`src/hdl/dssp_pkg.sv`:
```
// dssp_pkg: shared types, constants and codes for the dense shortest path block
// used by dssp_cell and dense_single_source_shortest_path
`timescale 1ns / 1ps

package dssp_pkg;

    localparam int NODES_DEF = 8;
    localparam int NODES_MAX = 64;
    localparam int IDX_W     = $clog2(NODES_MAX);
    localparam int CNT_W     = $clog2(NODES_MAX + 1);
    localparam int FLAT_W    = 2 * IDX_W;
    localparam int COST_W    = 16;

    localparam logic [COST_W-1:0] RESET_COST       = 16'd100;
    localparam logic [3:0]        NODE_COUNT_RESET = 4'd8;
    localparam logic [COST_W-1:0] NO_EDGE_RESET    = 16'd100;

    typedef enum logic {
        CFG_NODE_COUNT   = 1'b0,
        CFG_NO_EDGE_COST = 1'b1
    } cfg_index_t;

    typedef enum logic {
        OP_EDGE = 1'b0,
        OP_RUN  = 1'b1
    } op_t;

    typedef enum logic [2:0] {
        ST_CLEAR,
        ST_IDLE,
        ST_ISSUE,
        ST_DRAIN,
        ST_EMIT
    } state_t;

    typedef struct packed {
        op_t         op;
        logic [2:0]  from_node;
        logic [2:0]  to_node;
        logic [15:0] edge_weight;
        logic [2:0]  source_node;
    } cmd_item_t;

    typedef struct packed {
        logic [2:0]  node_index;
        logic [15:0] distance;
        logic        last;
    } res_item_t;

    // token walking down the cell row, one cell per cycle
    typedef struct packed {
        logic              valid;
        logic              relax;
        logic [IDX_W-1:0]  u;
        logic [COST_W-1:0] du;
        logic [COST_W-1:0] best;
        logic [IDX_W-1:0]  sel;
    } token_t;

    // run-wide settings seen by every cell
    typedef struct packed {
        logic [CNT_W-1:0]  n;
        logic [IDX_W-1:0]  src;
        logic [COST_W-1:0] ceiling;
    } run_ctl_t;

endpackage

```
`src/hdl/dssp_ram.sv`:
```
// dssp_ram: generic simple dual port ram, one write and one registered read port
// no dependencies
`timescale 1ns / 1ps

module dssp_ram #(
    parameter int WIDTH = 16,
    parameter int DEPTH = 64
) (
    input  logic                     clk,
    input  logic                     wr_en,
    input  logic [$clog2(DEPTH)-1:0] wr_addr,
    input  logic [WIDTH-1:0]         wr_data,
    input  logic [$clog2(DEPTH)-1:0] rd_addr,
    output logic [WIDTH-1:0]         rd_data
);

    logic [WIDTH-1:0] mem [DEPTH];
    logic [WIDTH-1:0] rd_data_reg;

    always_ff @(posedge clk)
    begin
        if (wr_en)
        begin
            mem[wr_addr] <= wr_data;
        end
        rd_data_reg <= mem[rd_addr];
    end

    assign rd_data = rd_data_reg;

endmodule

```
`src/hdl/dssp_cell.sv`:
```
// dssp_cell: one node of the row; holds its distance and done flag,
// relaxes against the passing token and hands the token on. depends on dssp_pkg
`timescale 1ns / 1ps

module dssp_cell import dssp_pkg::*; #(
    parameter int CELL_IDX = 0
) (
    input  logic              clk,
    input  logic              rst_n,
    input  token_t            tok_in,
    input  logic [COST_W-1:0] cost,
    input  run_ctl_t          run,
    input  logic              shift,
    input  logic [COST_W-1:0] shift_in,
    output token_t            tok_out,
    output logic [COST_W-1:0] node_dist
);

    localparam logic [IDX_W-1:0] MY_IDX = IDX_W'(CELL_IDX);

    token_t            tok_reg, tok_next;
    logic [COST_W-1:0] dist_reg, dist_next;
    logic              fin_reg, fin_next;
    logic              active, is_src, cand;
    logic [COST_W-1:0] cost_sat, sum_sat;
    logic [COST_W:0]   sum;

    always_comb
    begin
        active   = CNT_W'(CELL_IDX) < run.n;
        is_src   = MY_IDX == run.src;
        cost_sat = (cost < run.ceiling) ? cost : run.ceiling;
        sum      = {1'b0, tok_in.du} + {1'b0, cost};
        sum_sat  = (sum > {1'b0, run.ceiling}) ? run.ceiling : sum[COST_W-1:0];

        dist_next = dist_reg;
        fin_next  = fin_reg;
        if (shift)
        begin
            dist_next = shift_in;
        end
        else if (tok_in.valid && active)
        begin
            if (!tok_in.relax)
            begin
                // load the source row
                fin_next  = is_src;
                dist_next = is_src ? '0 : cost_sat;
            end
            else if (MY_IDX == tok_in.u)
            begin
                fin_next = 1'b1;
            end
            else if (!fin_reg && !is_src && (sum_sat < dist_reg))
            begin
                dist_next = sum_sat;
            end
        end

        // running minimum for the next pick, strict compare keeps lowest index
        cand     = tok_in.valid && active && !fin_next && (dist_next < tok_in.best);
        tok_next = tok_in;
        if (cand)
        begin
            tok_next.best = dist_next;
            tok_next.sel  = MY_IDX;
        end
    end

    always_ff @(posedge clk or negedge rst_n)
    begin
        if (!rst_n)
        begin
            tok_reg <= '0;
        end
        else
        begin
            tok_reg <= tok_next;
        end
    end

    always_ff @(posedge clk)
    begin
        dist_reg <= dist_next;
        fin_reg  <= fin_next;
    end

    assign tok_out   = tok_reg;
    assign node_dist = dist_reg;

endmodule

```
`src/hdl/dense_single_source_shortest_path.sv`:
```
// dense_single_source_shortest_path: top level, controller, cost matrix and cell row
// depends on dssp_pkg, dssp_ram, dssp_cell
//
// usage:
//   cmd channel (cmd_valid / cmd_stall / cmd) takes one item at a time. an edge
//   item writes one cost of the NODES x NODES matrix and gives no result. a run
//   item computes distances from source_node.
//   res channel (res_valid / res_stall / res) delivers one item per node in use,
//   node 0 first, last set on the final one.
//   wr_en / wr_index / wr_data write node_count and no_edge_cost while idle.
// run sequence:
//   a run makes one load pass plus n-2 relax passes, one matrix read per cycle
//   while a token walks the cell row; the results then follow at one per cycle
//   unless res_stall holds them, and the next item is taken only once the last
//   result has been loaded.
// reset:
//   the matrix is cleared to 0 on the diagonal and 100 elsewhere by a pass over
//   all NODES*NODES entries, one entry per cycle; cmd_stall stays high meanwhile.
// stalls:
//   results sit in an output register; with res_stall high the run holds before
//   the next result, and cmd_stall stays high until the last result is loaded.
`timescale 1ns / 1ps

module dense_single_source_shortest_path import dssp_pkg::*; #(
    parameter int NODES = NODES_DEF
) (
    input  logic        clk,
    input  logic        rst_n,
    input  logic        cmd_valid,
    output logic        cmd_stall,
    input  cmd_item_t   cmd,
    output logic        res_valid,
    input  logic        res_stall,
    output res_item_t   res,
    input  logic        wr_en,
    input  logic [0:0]  wr_index,
    input  logic [15:0] wr_data
);

    localparam int DEPTH = NODES * NODES;
    localparam int AW    = $clog2(DEPTH);
    localparam logic [IDX_W-1:0]  LAST_IDX  = IDX_W'(NODES - 1);
    localparam logic [CNT_W-1:0]  NODES_CNT = CNT_W'(NODES);
    localparam logic [FLAT_W-1:0] ROW_STEP  = FLAT_W'(NODES);

    state_t            state_reg, state_next;
    logic [3:0]        node_count_reg;
    logic [COST_W-1:0] ceiling_reg;
    logic [IDX_W-1:0]  row_reg, row_next;
    logic [IDX_W-1:0]  col_reg, col_next;
    run_ctl_t          run_reg, run_next;
    logic [IDX_W-1:0]  pass_u_reg, pass_u_next;
    logic [COST_W-1:0] du_reg, du_next;
    logic              relax_reg, relax_next;
    logic [CNT_W-1:0]  passes_reg, passes_next;
    logic [CNT_W-1:0]  emit_cnt_reg, emit_cnt_next;
    token_t            tok0_reg, tok0_next;
    res_item_t         res_reg, res_next;
    logic              res_valid_reg, res_valid_next;

    logic              cmd_take, edge_ok, emit_load, emit_last;
    logic [CNT_W-1:0]  n_ext, n_eff, src_ext;
    logic [IDX_W-1:0]  src_eff, wr_row, wr_col;
    logic [FLAT_W-1:0] wr_flat, rd_flat;
    logic              ram_we;
    logic [COST_W-1:0] ram_wdata, ram_rdata;

    token_t            tok_chain  [NODES+1];
    logic [COST_W-1:0] dist_chain [NODES+1];

    // ---------------------------------------------------------------- config
    always_ff @(posedge clk or negedge rst_n)
    begin
        if (!rst_n)
        begin
            node_count_reg <= NODE_COUNT_RESET;
            ceiling_reg    <= NO_EDGE_RESET;
        end
        else if (wr_en)
        begin
            unique case (cfg_index_t'(wr_index))
                CFG_NODE_COUNT:   node_count_reg <= wr_data[3:0];
                CFG_NO_EDGE_COST: ceiling_reg    <= wr_data;
                default:          node_count_reg <= node_count_reg;
            endcase
        end
    end

    // ---------------------------------------------------------------- run setup
    always_comb
    begin
        cmd_take = cmd_valid && !cmd_stall;
        n_ext    = CNT_W'(node_count_reg);
        if (n_ext > NODES_CNT)
        begin
            n_eff = NODES_CNT;
        end
        else if (n_ext == '0)
        begin
            n_eff = CNT_W'(1);
        end
        else
        begin
            n_eff = n_ext;
        end
        src_ext = CNT_W'(cmd.source_node);
        src_eff = (src_ext >= n_eff) ? IDX_W'(n_eff - CNT_W'(1)) : IDX_W'(src_ext);
        edge_ok = (CNT_W'(cmd.from_node) < NODES_CNT) && (CNT_W'(cmd.to_node) < NODES_CNT);
    end

    // ---------------------------------------------------------------- matrix
    always_comb
    begin
        if (state_reg == ST_CLEAR)
        begin
            wr_row    = row_reg;
            wr_col    = col_reg;
            ram_we    = 1'b1;
            ram_wdata = (row_reg == col_reg) ? '0 : RESET_COST;
        end
        else
        begin
            wr_row    = IDX_W'(cmd.from_node);
            wr_col    = IDX_W'(cmd.to_node);
            ram_we    = cmd_take && (cmd.op == OP_EDGE) && edge_ok;
            ram_wdata = cmd.edge_weight;
        end
        wr_flat = FLAT_W'(wr_row) * ROW_STEP + FLAT_W'(wr_col);
        rd_flat = FLAT_W'(pass_u_reg) * ROW_STEP + FLAT_W'(col_reg);
    end

    dssp_ram #(
        .WIDTH (COST_W),
        .DEPTH (DEPTH)
    ) u_costs (
        .clk     (clk),
        .wr_en   (ram_we),
        .wr_addr (AW'(wr_flat)),
        .wr_data (ram_wdata),
        .rd_addr (AW'(rd_flat)),
        .rd_data (ram_rdata)
    );

    // ---------------------------------------------------------------- cell row
    assign tok_chain[0]      = tok0_reg;
    assign dist_chain[NODES] = '0;

    for (genvar k = 0; k < NODES; k++)
    begin : g_cell
        dssp_cell #(
            .CELL_IDX (k)
        ) u_cell (
            .clk       (clk),
            .rst_n     (rst_n),
            .tok_in    (tok_chain[k]),
            .cost      (ram_rdata),
            .run       (run_reg),
            .shift     (emit_load),
            .shift_in  (dist_chain[k+1]),
            .tok_out   (tok_chain[k+1]),
            .node_dist (dist_chain[k])
        );
    end

    // ---------------------------------------------------------------- control
    always_comb
    begin
        state_next     = state_reg;
        row_next       = row_reg;
        col_next       = col_reg;
        run_next       = run_reg;
        pass_u_next    = pass_u_reg;
        du_next        = du_reg;
        relax_next     = relax_reg;
        passes_next    = passes_reg;
        emit_cnt_next  = emit_cnt_reg;
        res_next       = res_reg;
        res_valid_next = res_valid_reg && res_stall;
        emit_load      = 1'b0;
        emit_last      = emit_cnt_reg == (run_reg.n - CNT_W'(1));

        // token enters cell 0 together with the first column read
        tok0_next.valid = (state_reg == ST_ISSUE) && (col_reg == '0);
        tok0_next.relax = relax_reg;
        tok0_next.u     = pass_u_reg;
        tok0_next.du    = du_reg;
        tok0_next.best  = run_reg.ceiling;
        tok0_next.sel   = run_reg.src;

        unique case (state_reg)
            ST_CLEAR:
            begin
                col_next = col_reg + IDX_W'(1);
                if (col_reg == LAST_IDX)
                begin
                    col_next = '0;
                    row_next = row_reg + IDX_W'(1);
                    if (row_reg == LAST_IDX)
                    begin
                        state_next = ST_IDLE;
                    end
                end
            end
            ST_IDLE:
            begin
                if (cmd_take && (cmd.op == OP_RUN))
                begin
                    run_next.n       = n_eff;
                    run_next.src     = src_eff;
                    run_next.ceiling = ceiling_reg;
                    pass_u_next      = src_eff;
                    du_next          = '0;
                    relax_next       = 1'b0;
                    passes_next      = (n_eff >= CNT_W'(2)) ? (n_eff - CNT_W'(2)) : '0;
                    col_next         = '0;
                    state_next       = ST_ISSUE;
                end
            end
            ST_ISSUE:
            begin
                col_next = col_reg + IDX_W'(1);
                if (col_reg == LAST_IDX)
                begin
                    state_next = ST_DRAIN;
                end
            end
            ST_DRAIN:
            begin
                if (tok_chain[NODES].valid)
                begin
                    if (passes_reg != '0)
                    begin
                        pass_u_next = tok_chain[NODES].sel;
                        du_next     = tok_chain[NODES].best;
                        relax_next  = 1'b1;
                        passes_next = passes_reg - CNT_W'(1);
                        col_next    = '0;
                        state_next  = ST_ISSUE;
                    end
                    else
                    begin
                        emit_cnt_next = '0;
                        state_next    = ST_EMIT;
                    end
                end
            end
            ST_EMIT:
            begin
                if (!res_valid_reg || !res_stall)
                begin
                    // cell 0 holds the next distance, the row shifts toward it
                    emit_load           = 1'b1;
                    res_next.node_index = emit_cnt_reg[2:0];
                    res_next.distance   = dist_chain[0];
                    res_next.last       = emit_last;
                    res_valid_next      = 1'b1;
                    emit_cnt_next       = emit_cnt_reg + CNT_W'(1);
                    if (emit_last)
                    begin
                        state_next = ST_IDLE;
                    end
                end
            end
            default:
            begin
                state_next = ST_CLEAR;
            end
        endcase
    end

    always_ff @(posedge clk or negedge rst_n)
    begin
        if (!rst_n)
        begin
            state_reg     <= ST_CLEAR;
            row_reg       <= '0;
            col_reg       <= '0;
            passes_reg    <= '0;
            emit_cnt_reg  <= '0;
            relax_reg     <= 1'b0;
            tok0_reg      <= '0;
            res_valid_reg <= 1'b0;
        end
        else
        begin
            state_reg     <= state_next;
            row_reg       <= row_next;
            col_reg       <= col_next;
            passes_reg    <= passes_next;
            emit_cnt_reg  <= emit_cnt_next;
            relax_reg     <= relax_next;
            tok0_reg      <= tok0_next;
            res_valid_reg <= res_valid_next;
        end
    end

    always_ff @(posedge clk)
    begin
        run_reg    <= run_next;
        pass_u_reg <= pass_u_next;
        du_reg     <= du_next;
        res_reg    <= res_next;
    end

    assign cmd_stall = state_reg != ST_IDLE;
    assign res_valid = res_valid_reg;
    assign res       = res_reg;

endmodule
```
`config.mk`:
```
export PLATFORM = sky130hd
export DESIGN_NAME = dense_single_source_shortest_path
export DESIGN_NICKNAME = d
export VERILOG_FILES = /design/src/hdl/dssp_pkg.sv /design/src/hdl/dssp_ram.sv /design/src/hdl/dssp_cell.sv /design/src/hdl/dense_single_source_shortest_path.sv
export SDC_FILE = /design/constraint.sdc
export NUM_CORES = 2
export LEC_CHECK = 0
export BUFFER_PORTS_ARGS = -buffer_cell sky130_fd_sc_hd__buf_2
export CORE_MARGIN = 4
export CORE_UTILIZATION = 55
export DETAILED_ROUTE_END_ITERATION = 8
export PLACE_DENSITY = 0.71
export SLEW_MARGIN = 10
export SYNTH_ARGS = -nofsm -noshare
export SYNTH_HDL_FRONTEND = slang
export SYNTH_SLANG_ARGS = --single-unit
```
`constraint.sdc`:
```
create_clock -name clk -period 10.15 [get_ports clk]
set_input_delay 0.5075 -clock clk [delete_from_list [all_inputs] [get_ports clk]]
set_output_delay 0.5075 -clock clk [all_outputs]
set_load 0.01 [all_outputs]
```
==> results.cfg <==
[critical_path]
r2r-start = u_costs.rd_data[9]$_DFF_P_
endpoint_kind = register
path_class = register to register
critPathArrivalTime_ns = 10.36
required_ns = 10.82
crit_buf_inv = 2
critical_path_peak_fanout = 13
cp-start-kind = register
rrSetupSlack_ns = 0.46
max_stage_delay_ns = 0.66
critPathTopFamily = compound AO/OA/AOI/OAI gates
crit_path_start = u_costs.rd_data[9]$_DFF_P_
slowest_stage = dfxtp_1

[sta]
post-route-period-util_pct = 95.45
setup_viol_count_final = 0
fin_tns_setup_ns = 0
slew_headroom_pct = 17.48
maxSlewViolCount = 0
worst_pin_slew_ns = 1.238
finalHoldViolCount = 0
min_period_ns = 9.688
clock_skew_ns = 0.06021
fmax_mhz = 103.2

[synth]
ys_ff_latch = 1686
synth_ff_type = edfxtp_1
synth_edf_count = 1092
yosys_warnings = 0
post_synth_num_cell_types = 108
ys_seq_area_share_pct = 57.79
syn_avg_cell_area_um2 = 13.97
postSynthCellCount = 5808
synth_nets = 6395
synthArstFlopShare_pct = 26.22
syn-cell-area_um2 = 81160

[hold_path]
hold_start = cmd[1]
min_path_type = primary input to register

[global_route]
use_met2_pct = 49.68
grt_pass1_wl_um = 372900
use_met3_pct = 7.789
grt_pass1_vias = 52890
grt-ovfl-total = 0
use_met1_pct = 49.97
grt_usage_pct = 33.84
top_usage_layer = met1
grt_max_degree = 143
antenna_found_initial = 21

[die]
die_y_um = 392.1
start_util_pct = 55.55
rows = 140
ios = 70
fp.dieW_um = 392.1
die_area_um2 = 153800
coreArea_um2 = 146100

[final_layout]
top_register = u_costs.mem
multiInputGateArea_um2 = 32240
regArea_um2 = 46920
largest_reg_flops = 1024
nets = 6681
syn_to_final_growth_pct = 12.11
postLayoutCoreUtil_pct = 62.28
fillers = 10820
stdcell_area_um2 = 90980
layout.cells.non_filler = 8168
drive_gt1_share_pct = 19.98

[run]
drv_cap = 0

[clock_tree]
clkTransAtPathRegs_ns = 0.06
worst_skew_pair.late_latency_ns = 0.83
cts-root-buf = clkbuf_16
ctsLongestPathBuffers = 3
cts_tree = yes
htreeDepth = 4
clock-sinks = 1686
numCtsBuffers = 171

[power_and_ir_drop]
leakagePower_uw = 0.03529
ir_drop_v = 0.0003567
pwr_density_cell_nw_per_um2 = 383.5
total_power_uw = 34890

[detailed_routing]
ant_nets = 0
drc = 0
totalWireLength_um = 259100
drtIter0Drc = 7050
viasPerCell = 6.691
wl_per_cell_um = 31.72
first_pass_iters = 8
vias = 54650

[status]
outcome = complete, no violations

[placed_design]
io_buffers = 69
place_area_um2 = 84990
dp_cells = 7815
gp_congestion = 0.9800
dpl.hpwl_um = 182000
worst reg2reg max path, delay by kind of cell, from the launching register on:
kind / cells / cell delay [ns]
adders and majority gates: 4 / 1.13
DFF: 1 / 0.66
and+or+nand+nor: 10 / 2.41
buffers and inverters: 2 / 0.51
AOI/OAI and AO/OA: 17 / 4.03
muxes: 2 / 0.81
cells by family (layout without fill, tap and decap cells):
group,Yosys count,count (layout),share of synthesized area (%)
flip-flops,1686,1686,57.79
AO/OA/AOI/OAI,1190,1190,10.08
AND/OR/NAND/NOR,1102,1102,6.751
multiplexers,600,600,12.93
buffers and inverters,570,999,2.746
adder cells (fa/ha/maj),539,539,8.402
XOR/XNOR,120,120,1.295
other,1,15,0.004621
per-stage QoR:
step / setup slack [ns] / hold WS, ns
final: 0.4619 / 0.07051
after global routing: -0.03043 / 0.08348
after CTS: 0.009308 / 0.02571
after detailed placement: 0.05420 / 0.3344
after global placement: 0.08394 / 0.3334
after floorplan: 1.249 / 0.2119
cells in the mapped netlist, types with 37 or more instances:
cell type | instances | area, um2
mux2i_1 | 37 | 370.4
xnor2_1 | 76 | 665.6
inv_1 | 362 | 1359
a21oi_1 | 249 | 1246
nor3_1 | 67 | 335.3
mux4_2 | 336 | 7567
xor2_1 | 44 | 385.4
nor2b_1 | 54 | 337.8
o21a_1 | 49 | 367.9
dfrtp_1 | 438 | 10960
clkbuf_1 | 134 | 503.0
nand3_1 | 92 | 460.4
o21ai_0 | 238 | 1191
dfxtp_1 | 152 | 3043
a211oi_1 | 58 | 435.4
a221oi_1 | 71 | 621.9
nor2_1 | 301 | 1130
ha_1 | 529 | 6619
nand2_1 | 250 | 938.4
a31oi_1 | 40 | 250.2
o22ai_1 | 48 | 300.3
edfxtp_1 | 1092 | 32790
nand2b_1 | 40 | 250.2
and2_1 | 45 | 281.5
and3_1 | 51 | 319.1
mux2_2 | 226 | 2545
nand4_1 | 78 | 488.0
a21o_1 | 97 | 728.2
power breakdown:
part	leakage (uW)	internal [uW]	total (uW)	switching (uW)
registers	0.0164	8480	9690	1200
clock network	0.00271	3540	6310	2770
logic	0.0162	7530	18900	11400
total	0.0353	19600	34900	15300
path summary, 6_finish.rpt:
kind	to	cells past startpoint
hold / removal	run_reg[17]$_DFFE_PP_	3
min in group asynchronous	g_cell[5].u_cell.tok_out[35]$_DFF_PN0_	2
setup reg to reg	g_cell[1].u_cell.tok_out[9]$_DFF_PN0_	35
max in group asynchronous	ceiling_reg[0]$_DFFE_PN0P_	4
hold reg to reg	tok0_reg[23]$_DFF_PN0_	0
setup / recovery	g_cell[1].u_cell.tok_out[9]$_DFF_PN0_	35
per-layer routing:
| metal | vias up | wire, um |
|---|---|---|
| li1 | 23150 | - |
| met1 | 27640 | 107100 |
| met2 | 3264 | 113500 |
| met3 | 587 | 28360 |
| met4 | 10 | 10090 |
| met5 | - | 67 |
layout by cell type (no fill, tap or decap), drive strengths merged, types with 152 or more instances in the layout:
master and n:
edfxtp 1092, ha 529, dfrtp 438, inv 370, mux4 336, buf 303
nor2 302, nand2 250, a21oi 250, o21ai 248, mux2 227, clkbuf 224
dfxtp 152
cell type report:
class / instances / share of cell area [%]
clock inverter: 92 / 1.195
sequential: 1686 / 51.57
tap: 1917 / 2.636
inverter: 363 / 1.500
multi-input combinational: 3552 / 35.44
clock buffer: 224 / 5.000
antenna: 14 / 0.03851
timing repair buffer: 320 / 2.618
timing repair:
item	in CTS	in global routing
setup buffers	0	6
setup endpoints to repair	0	117
resized for setup	0	26
hold buffers	17	0
hold endpoints to repair	78	0
No activity file was read; power rests on OpenSTA's default activity.
